**src/hdl/pba_pkg.sv**
```systemverilog
// shared constants, codes and transaction types of the page bitmap allocator
package pba_pkg;

   localparam int MAP_PAGES   = 65536;
   localparam int PAGE_BYTES  = 4096;
   localparam int PAGE_SHIFT  = $clog2(PAGE_BYTES);
   localparam int WORD_BITS   = 64;
   localparam int WORD_IDX_W  = $clog2(WORD_BITS);
   localparam int MAP_WORDS   = MAP_PAGES / WORD_BITS;
   localparam int WADDR_W     = $clog2(MAP_WORDS);
   localparam int PIDX_W      = $clog2(MAP_PAGES);
   localparam int CNT_W       = PIDX_W + 1;
   localparam int RUN_W       = PIDX_W + 2;
   localparam int STEP_BITS   = 8;
   localparam int STEP_W      = $clog2(STEP_BITS);
   localparam int SUB_W       = $clog2(WORD_BITS / STEP_BITS);

   // request modes
   localparam logic [2:0] MODE_ALLOC_ONE     = 3'd0;
   localparam logic [2:0] MODE_ALLOC_RUN     = 3'd1;
   localparam logic [2:0] MODE_FREE          = 3'd2;
   localparam logic [2:0] MODE_RESERVE_ONE   = 3'd3;
   localparam logic [2:0] MODE_RESERVE_RANGE = 3'd4;
   localparam logic [2:0] MODE_RESERVE_SIZE  = 3'd5;

   // result status
   localparam logic STATUS_OK   = 1'b0;
   localparam logic STATUS_FAIL = 1'b1;

   typedef struct packed {
      logic [2:0]  mode;
      logic [31:0] addr;
      logic [31:0] end_addr;
      logic [31:0] length;
   } req_type;

   typedef struct packed {
      logic             status;
      logic [31:0]      base_addr;
      logic [CNT_W-1:0] used_pages;
   } rsp_type;

   typedef struct packed {
      logic [STEP_BITS-1:0] bits;
      logic [RUN_W-1:0]     run;
      logic [RUN_W-1:0]     len;
   } run_in_type;

   typedef struct packed {
      logic              found;
      logic [STEP_W-1:0] pos;
      logic [RUN_W-1:0]  run;
   } run_out_type;

endpackage

```
**src/hdl/pba_run_step.sv**
```systemverilog
// free-run counter step over one byte of the used-page map
module pba_run_step (
   input  pba_pkg::run_in_type  step_in,
   output pba_pkg::run_out_type step_out
);

   // walk the bits low to high, restarting the run on a used page
   always_comb begin
      logic [pba_pkg::RUN_W-1:0]  run;
      logic                       found;
      logic [pba_pkg::STEP_W-1:0] pos;
      run   = step_in.run;
      found = 1'b0;
      pos   = '0;
      for (int k = 0; k < pba_pkg::STEP_BITS; k++) begin
         if (!found) begin
            if (step_in.bits[k]) begin
               run = '0;
            end else begin
               run = run + 1'b1;
               if (run == step_in.len) begin
                  found = 1'b1;
                  pos   = pba_pkg::STEP_W'(k);
               end
            end
         end
      end
      step_out.found = found;
      step_out.pos   = pos;
      step_out.run   = run;
   end

endmodule

```
**config.mk**
```make
export PLATFORM = sky130hd
export DESIGN_NAME = pba_run_step
export DESIGN_NICKNAME = d
export VERILOG_FILES = /design/src/hdl/pba_pkg.sv /design/src/hdl/pba_run_step.sv
export SDC_FILE = /design/constraint.sdc
export NUM_CORES = 1
export LEC_CHECK = 0
export ABC_AREA = 1
export BUFFER_PORTS_ARGS = -buffer_cell sky130_fd_sc_hd__buf_2
export CAP_MARGIN = 30
export CORE_MARGIN = 2
export CORE_UTILIZATION = 66
export DETAILED_ROUTE_END_ITERATION = 10
export GPL_ROUTABILITY_DRIVEN = 0
export GPL_TIMING_DRIVEN = 0
export PLACE_DENSITY = 0.86
export SLEW_MARGIN = 40
export SYNTH_ARGS = -nofsm -noshare
export SYNTH_HDL_FRONTEND = slang
export SYNTH_SLANG_ARGS = --single-unit
```
**constraint.sdc**
```tcl
create_clock -name vclk -period 9.8
set_clock_uncertainty 0.2 [all_clocks]
set_input_delay 0.98 -clock vclk [all_inputs]
set_output_delay 0.98 -clock vclk [all_outputs]
set_load 0.005 [all_outputs]
```
==> qor.yml, run 1 <==
global_route:
  overflow: 535
  grtUsageTotal_pct: 92.3
  grt_max_degree: 11
logic_synthesis:
  syn_nets: 2434
  synth_cell_type_count: 44
  synth_area_um2: 11000
  yosysSeqAreaShare_pct: 0
  synthCells: 2382
  syn_avg_cell_area_um2: 4.62
  ys_warn_count: 0
placement:
  dp_worst_setup_slack_ps: -1760
  dp_hpwl_mm: 33.9
  io_buffers: 52
floorplan:
  start_util_pct: 66.9
  die-height_um: 133
  pin_count: 66
  die_x_um: 133
  placement_rows: 47
timing:
  endpoint_type: "primary output"
  grt_worst_setup_endpoint: "step_out[18]"
status:
  stop_stage: "global routing (5_1_grt)"
  error: "[ERROR GRT-0232] Routing congestion too high. Check the congestion heatmap in the GUI."
  status: "stopped before the end"
[routing by layer]
layer	overflow	track usage, %
met5	4	65.3
met4	140	97.7
met3	26	80.8
met2	332	106
met1	33	88.1
[cells in the mapped netlist, types with 2 or more instances]
cell         n  area, um2
nand2_1   1027       3850
nand3_1    435       2180
nor2_1     244        916
inv_1      208        781
nand2_2     60        375
nand4_1     57        357
nor2_2      47        294
nor2_4      29        327
o21ai_0     29        145
a21oi_1     22        110
buf_2       19       95.1
inv_2       17       63.8
clkbuf_1    14       52.6
nand3_2     14        140
nand3b_1    14        105
o21ai_1     14       70.1
clkinv_1    13       48.8
o22ai_1     13       81.3
nand2_4     12        135
xor2_1      12        105
nor3_1      11       55.1
buf_6       10        113
ha_1         8        100
buf_4        7       52.6
o21ai_2      7       61.3
buf_1        6       22.5
nor2_8       4       80.1
and2_1       3       18.8
and3_1       3       18.8
nand3_4      3       52.6
o21bai_1     3       22.5
a22oi_1      2       15.0
o211ai_1     2       15.0
o21ai_4      2       32.5
xnor3_1      2       45.0
[cell families after synthesis]
kind of cell	count (synthesis)	share of synthesized area, %
AO/OA/AOI/OAI	98	5.34
AND/OR/NAND/NOR	1966	81.1
XOR/XNOR	14	1.36
buffers and inverters	296	11.3
adder cells (fa/ha/maj)	8	0.909
[through the flow]
step / cells / instance area (um2) / hold WS [ps] / util (%)
floorplan: 2382 / 11000 / 1970 / -
global placement: 2654 / 11600 / 2240 / 70.2
detailed placement: 2654 / 11600 / 2240 / 70.2
CTS: 2705 / 12500 / 2240 / 75.7
[timing repair]
item | in CTS
hold buffers | 0
endpoints found under the setup margin | 22
resized for setup | 133
setup buffers | 51
pin swaps | 59
gates cloned | 0
==> inputs of run 2 (changes only) <==
CORE_UTILIZATION = 40   (was 66)
PLACE_DENSITY = unset   (was 0.86)
PLACE_DENSITY_LB_ADDON = 0.15   (was unset)
==> run 2 against run 1 <==
Net effect:
- the flow now finishes, with violations (negative setup slack)
- synthesized area unchanged
- synthesized cell count unchanged
==> qor.yml, run 2 <==
routing:
  drc: 0
  drt_wl_total_mm: 54.2
  drt-initial-drc-count: 1829
  drt_pass1_iterations: 5
  ant_nets: 0
  wl_per_cell_um: 18.4
  vias: 17000
  post_drt_via_cell_ratio: 5.77
logic_synthesis:
  synth_simple_gate_area_share_pct: 81.1
  synth_compound_area_share_pct: 5.34
  yosysMostFrequentCell: "nand2_1"
  synth_area_um2: 11000
  synth_fa_ha_area_share_pct: 0.909
  syn_nets: 2434
  yosysSeqAreaShare_pct: 0
  synth_area_leaders: "nand2_1 (35%), nand3_1 (20%), nor2_1 (8.3%), inv_1 (7.1%), nand2_2 (3.4%)"
  synth_top_family_by_area: "simple AND/OR/NAND/NOR gates"
  synth.top_cell.area_share_pct: 35.0
  synthCells: 2382
  synth_xor_area_share_pct: 1.36
  syn_avg_cell_area_um2: 4.62
  yosys.area.top_type: "nand2_1"
  synth_cell_type_count: 44
  synth_mux_area_share_pct: 0
  ys_warn_count: 0
  synth_commonest_cells: "nand2_1 (1027), nand3_1 (435), nor2_1 (244)"
pwr:
  p_int_mw: 0.116
  sw_frac_of_total_pct: 67.9
  p_leak_nw: 7.36
  max-vdd-ir-drop_v: 0.0000171
  p_clk_share_pct: 0
  power_frac_comb_pct: 100.0
  switching_power_mw: 0.247
  seqPwrFrac_pct: 0
  p_per_area_nw_per_um2: 23.8
global_route:
  grt_antenna_before_repair: 0
  overflow: 0
  grt_max_degree: 11
  grtUsageTotal_pct: 34.0
  first_global_vias: 14200
  grt_pass1_wl_mm: 77.5
placement:
  io_buffers: 52
  numPlacedInstances: 2775
  dp_worst_setup_slack_ps: -2250
  dp_hpwl_mm: 38.3
setup_path:
  crit_top_cell: "nand2_1"
  critPathCapture: "step_out[19]"
  cp-start-kind: "input pin"
  criticalPathCategory: "input pin to output port"
  worstPathArrival_ps: 8930
  critical_path_buf_inv_count: 13
  cp.depth: 62
  worst-path-max-fanout: 10
  crit_required_ps: 8620
  slowest_delay_ps: 470
  cp-startpoint: "step_in[14]"
  crit_slowest_cell: "clkinv_1"
  cp_top_family: "simple AND/OR/NAND/NOR gates"
  crit_path_end_kind: "output port"
floorplan:
  start_util_pct: 40.8
  die_x_um: 170
  placement_rows: 60
  pin_count: 66
  dieArea_um2: 28900
  die-height_um: 170
  core_um2: 27000
status:
  violations: "negative setup slack"
  status: "finished, violations left"
timing:
  worstMarginPinSlew_ps: 677
  finalCriticalPeriod_ps: 10110
  fin_setup_tns_ps: -1150
  rsz0062_at_grt: "true"
  setup_viol: 8
  max_clock_freq_ghz: 0.0989
  finalWorstSetupSlack_ps: -309
  hold_viol: 0
  final_max_slew_viol_count: 0
  final.period_utilization_pct: 103
  slew_headroom_pct: 54.6
  holdWs_ps: 2330
layout:
  diodes: 0
  final_cell_mix: "nand2_1 (844), nand3_1 (387), nand2_2 (191), inv_1 (191), nor2_1 (174)"
  nNetsFinal: 2662
  ff_latch_area_um2: 0
  stdcell_count: 2949
  drive_gt1_share_pct: 32.5
  n_sequential_cell: 0
  layout_commonest_cell: "nand2_1"
  fin_util_pct: 56.4
  area.growth.synth_to_final_pct: 38.3
  clock_buffers: 0
worst_hold_path:
  hold_class: "input pin to output port"
run:
  drv_cap: 0
## run 2: cells by family (layout without fill, tap and decap cells)
logic type | after synthesis | count (layout)
and+or+nand+nor | 1966 | 1967
buffers and inverters | 296 | 521
AOI/OAI and AO/OA | 98 | 98
xor gates and xnor gates | 14 | 14
adders and majority gates | 8 | 8
## run 2: metrics by stage
stage               instance area [um2]  total power, mW
floorplan                         11000            0.181
global placement                  11700            0.267
detailed placement                11700            0.270
CTS                               12900            0.300
global route                      15200            0.388
finish                            15200            0.363
## run 2: worst min-delay path by stage
stage	from	endpoint	cells after the start
after floorplan	step_in[43]	step_out[13]	3
after CTS	step_in[43]	step_out[16]	5
after detailed placement	step_in[43]	step_out[16]	5
final	step_in[43]	step_out[16]	5
after global routing	step_in[43]	step_out[13]	5
after global placement	step_in[43]	step_out[16]	5
## run 2: power by group through the flow
stage,combinational [mW],sequential [mW],clock [mW]
final,0.363,0,0
after CTS,0.300,0,0
after global placement,0.267,0,0
after floorplan,0.181,0,0
after global routing,0.388,0,0
after detailed placement,0.270,0,0
## run 2: layer usage
metal / track usage [%] / wire [um] / vias up
li1: - / - / 8128
met1: 44.8 / 21500 / 7734
met2: 51.1 / 22700 / 957
met3: 6.30 / 6210 / 206
met4: 20.9 / 3810 / 0
met5: 0 / 0 / -
## run 2: worst min-delay path, delay by kind of cell
kind | cells | cell delay, ps
and+or+nand+nor | 1 | 140
buffers and inverters | 3 | 370
AOI/OAI and AO/OA | 1 | 60
## run 2: what timing repair did
action / 4_1_cts / 5_1_grt
pin swaps: 83 / 222
gates resized for setup: 190 / 422
endpoints found under the setup margin: 22 / 22
setup buffers: 66 / 103
gates cloned: 1 / 4
hold buffers: 0 / 0
## run 2: area by class of cell
class                      instances  area, um2
inverter                         240        978
tap                              341        427
timing repair buffer             224       1700
multi-input combinational       2087      11700
timing repair inverter             1       5.00
buffer                            56        435
fill                            2816      11800
Power figures use the tool's default switching activity.
==> inputs of run 3 (changes only) <==
BUFFER_PORTS_ARGS = unset   (was -buffer_cell sky130_fd_sc_hd__buf_2)
CORE_ASPECT_RATIO = 0.5   (was unset)
DONT_BUFFER_PORTS = 1   (was unset)
MAX_ROUTING_LAYER = met4   (was unset)
==> run 3 against run 2 <==
Net effect:
- the run now ends clean
- flip-flop and latch count unchanged
- non-clock buffer count down 55
- global-route usage down 2.1 points
- die area is 0.28% higher
- wire length down 8.9%
- final cell count shrank 1.5%
- setup slack gained 430 ps
- total power down 9.8%
- critical endpoint unchanged
==> qor.yml, run 3 (synthesized netlist as in run 2, its figures left out) <==
pwr:
  max-vdd-ir-drop_v: 0.0000185
  p_per_area_nw_per_um2: 21.7
  p_leak_nw: 7.19
  total_power_mw: 0.327
floorplan:
  pin_count: 66
  placement_rows: 42
  die_x_um: 239
  start_util_pct: 41.2
  die-height_um: 121
  core_um2: 26700
  dieArea_um2: 29000
global_route:
  grtUsageMet1_pct: 42.7
  overflow: 0
  grtUsageTotal_pct: 31.8
  grt_max_degree: 11
  met2_usage_pct: 52.6
  grt_use_met3_pct: 1.64
  grt_antenna_before_repair: 0
  grt-busiest-layer: "met2"
  first_global_vias: 13300
  grt_pass1_wl_mm: 71.7
timing:
  rsz0062_at_grt: "true"
  max_clock_freq_ghz: 0.103
  finalCriticalPeriod_ps: 9680
  final_max_slew_viol_count: 0
  slew_headroom_pct: 35.5
  finalWorstSetupSlack_ps: 123
  worstMarginPinSlew_ps: 968
  hold_viol: 0
  final.period_utilization_pct: 98.7
  setup_viol: 0
placement:
  io_buffers: 0
  dp_worst_setup_slack_ps: -2110
  dp_hpwl_mm: 37.8
routing:
  wl_per_cell_um: 17.0
  drc: 0
  drt-initial-drc-count: 1640
  drt_pass1_iterations: 6
  vias: 16400
  ant_nets: 0
  post_drt_via_cell_ratio: 5.65
  drt_wl_total_mm: 49.4
layout:
  drive_gt1_share_pct: 32.6
  layout_commonest_cell: "nand2_1"
  area.growth.synth_to_final_pct: 36.9
  final_cell_mix: "nand2_1 (817), nand3_1 (370), nand2_2 (215)"
  diodes: 0
  fill_cells: 2816
  clock_buffers: 0
  ff_latch_area_um2: 0
  n_sequential_cell: 0
  nNetsFinal: 2606
status:
  status: "finished, final reports clean"
setup_path:
  criticalPathCategory: "input pin to output port"
  crit_path_end_kind: "output port"
  crit_top_cell: "nand2_1"
  cp-start-kind: "input pin"
  crit_slowest_cell: "clkbuf_2"
  crit_required_ps: 8620
  worst-path-max-fanout: 10
  slowest_delay_ps: 280
  worstPathArrival_ps: 8500
run:
  drv_cap: 0
worst_hold_path:
  hold_class: "input pin to output port"
[run 3: changes by cell type in the layout (fill, tap and decap cells not counted), sizes merged]
| cell | change |
|---|---|
| clkinvlp | -1 |
| clkbuf | -2 |
| buf | -53 |
[run 3: area by class of cell]
cell class	count	area (um2)	area share, %
multi-input cells	2087	11900	78.7
well taps	352	440	2.92
plain buffers	55	404	2.68
repair buffers	170	1390	9.23
inverters	240	972	6.45
[run 3: worst paths after layout]
check	from	endpoint	slack (ps)	cells after the start
hold / removal	step_in[43]	step_out[17]	2130	3
setup / recovery	step_in[3]	step_out[19]	120	67
[run 3: stage by stage]
stage               cell area, um2  hold WS, ps  setup TNS [ps]  utilization, %  std cells
CTS                          12500         2120               0            46.6       2785
global placement             11500         2120          -39040            42.8       2734
floorplan                    11000         1970               0               -       2382
global route                 15100         2160           -2110            56.4       2904
finish                       15100         2130               0            56.4       2904
detailed placement           11500         2120          -38180            42.8       2734
[run 3: power by group]
part | switching, mW | internal (mW)
registers | 0 | 0
clock network | 0 | 0
logic | 0.224 | 0.103
total | 0.224 | 0.103
[run 3: critical path, delay by kind of cell]
kind	cells	cell delay, ps
and+or+nand+nor	54	5470
buffers and inverters	12	1850
adders and majority gates	1	160
[run 3: repair_timing]
item | in CTS | in global routing
pin swaps | 59 | 257
endpoints found under the setup margin | 22 | 22
resized for setup | 162 | 480
cloned | 1 | 2
hold buffers | 0 | 0
buffers inserted | 50 | 118
[run 3: layer usage]
layer	vias up	wire, um	part of all wire [%]
met5	-	0	0
met4	0	2020	4.1
met3	140	4200	8.5
met2	759	22400	45
met1	7513	20800	42
li1	7988	-	-
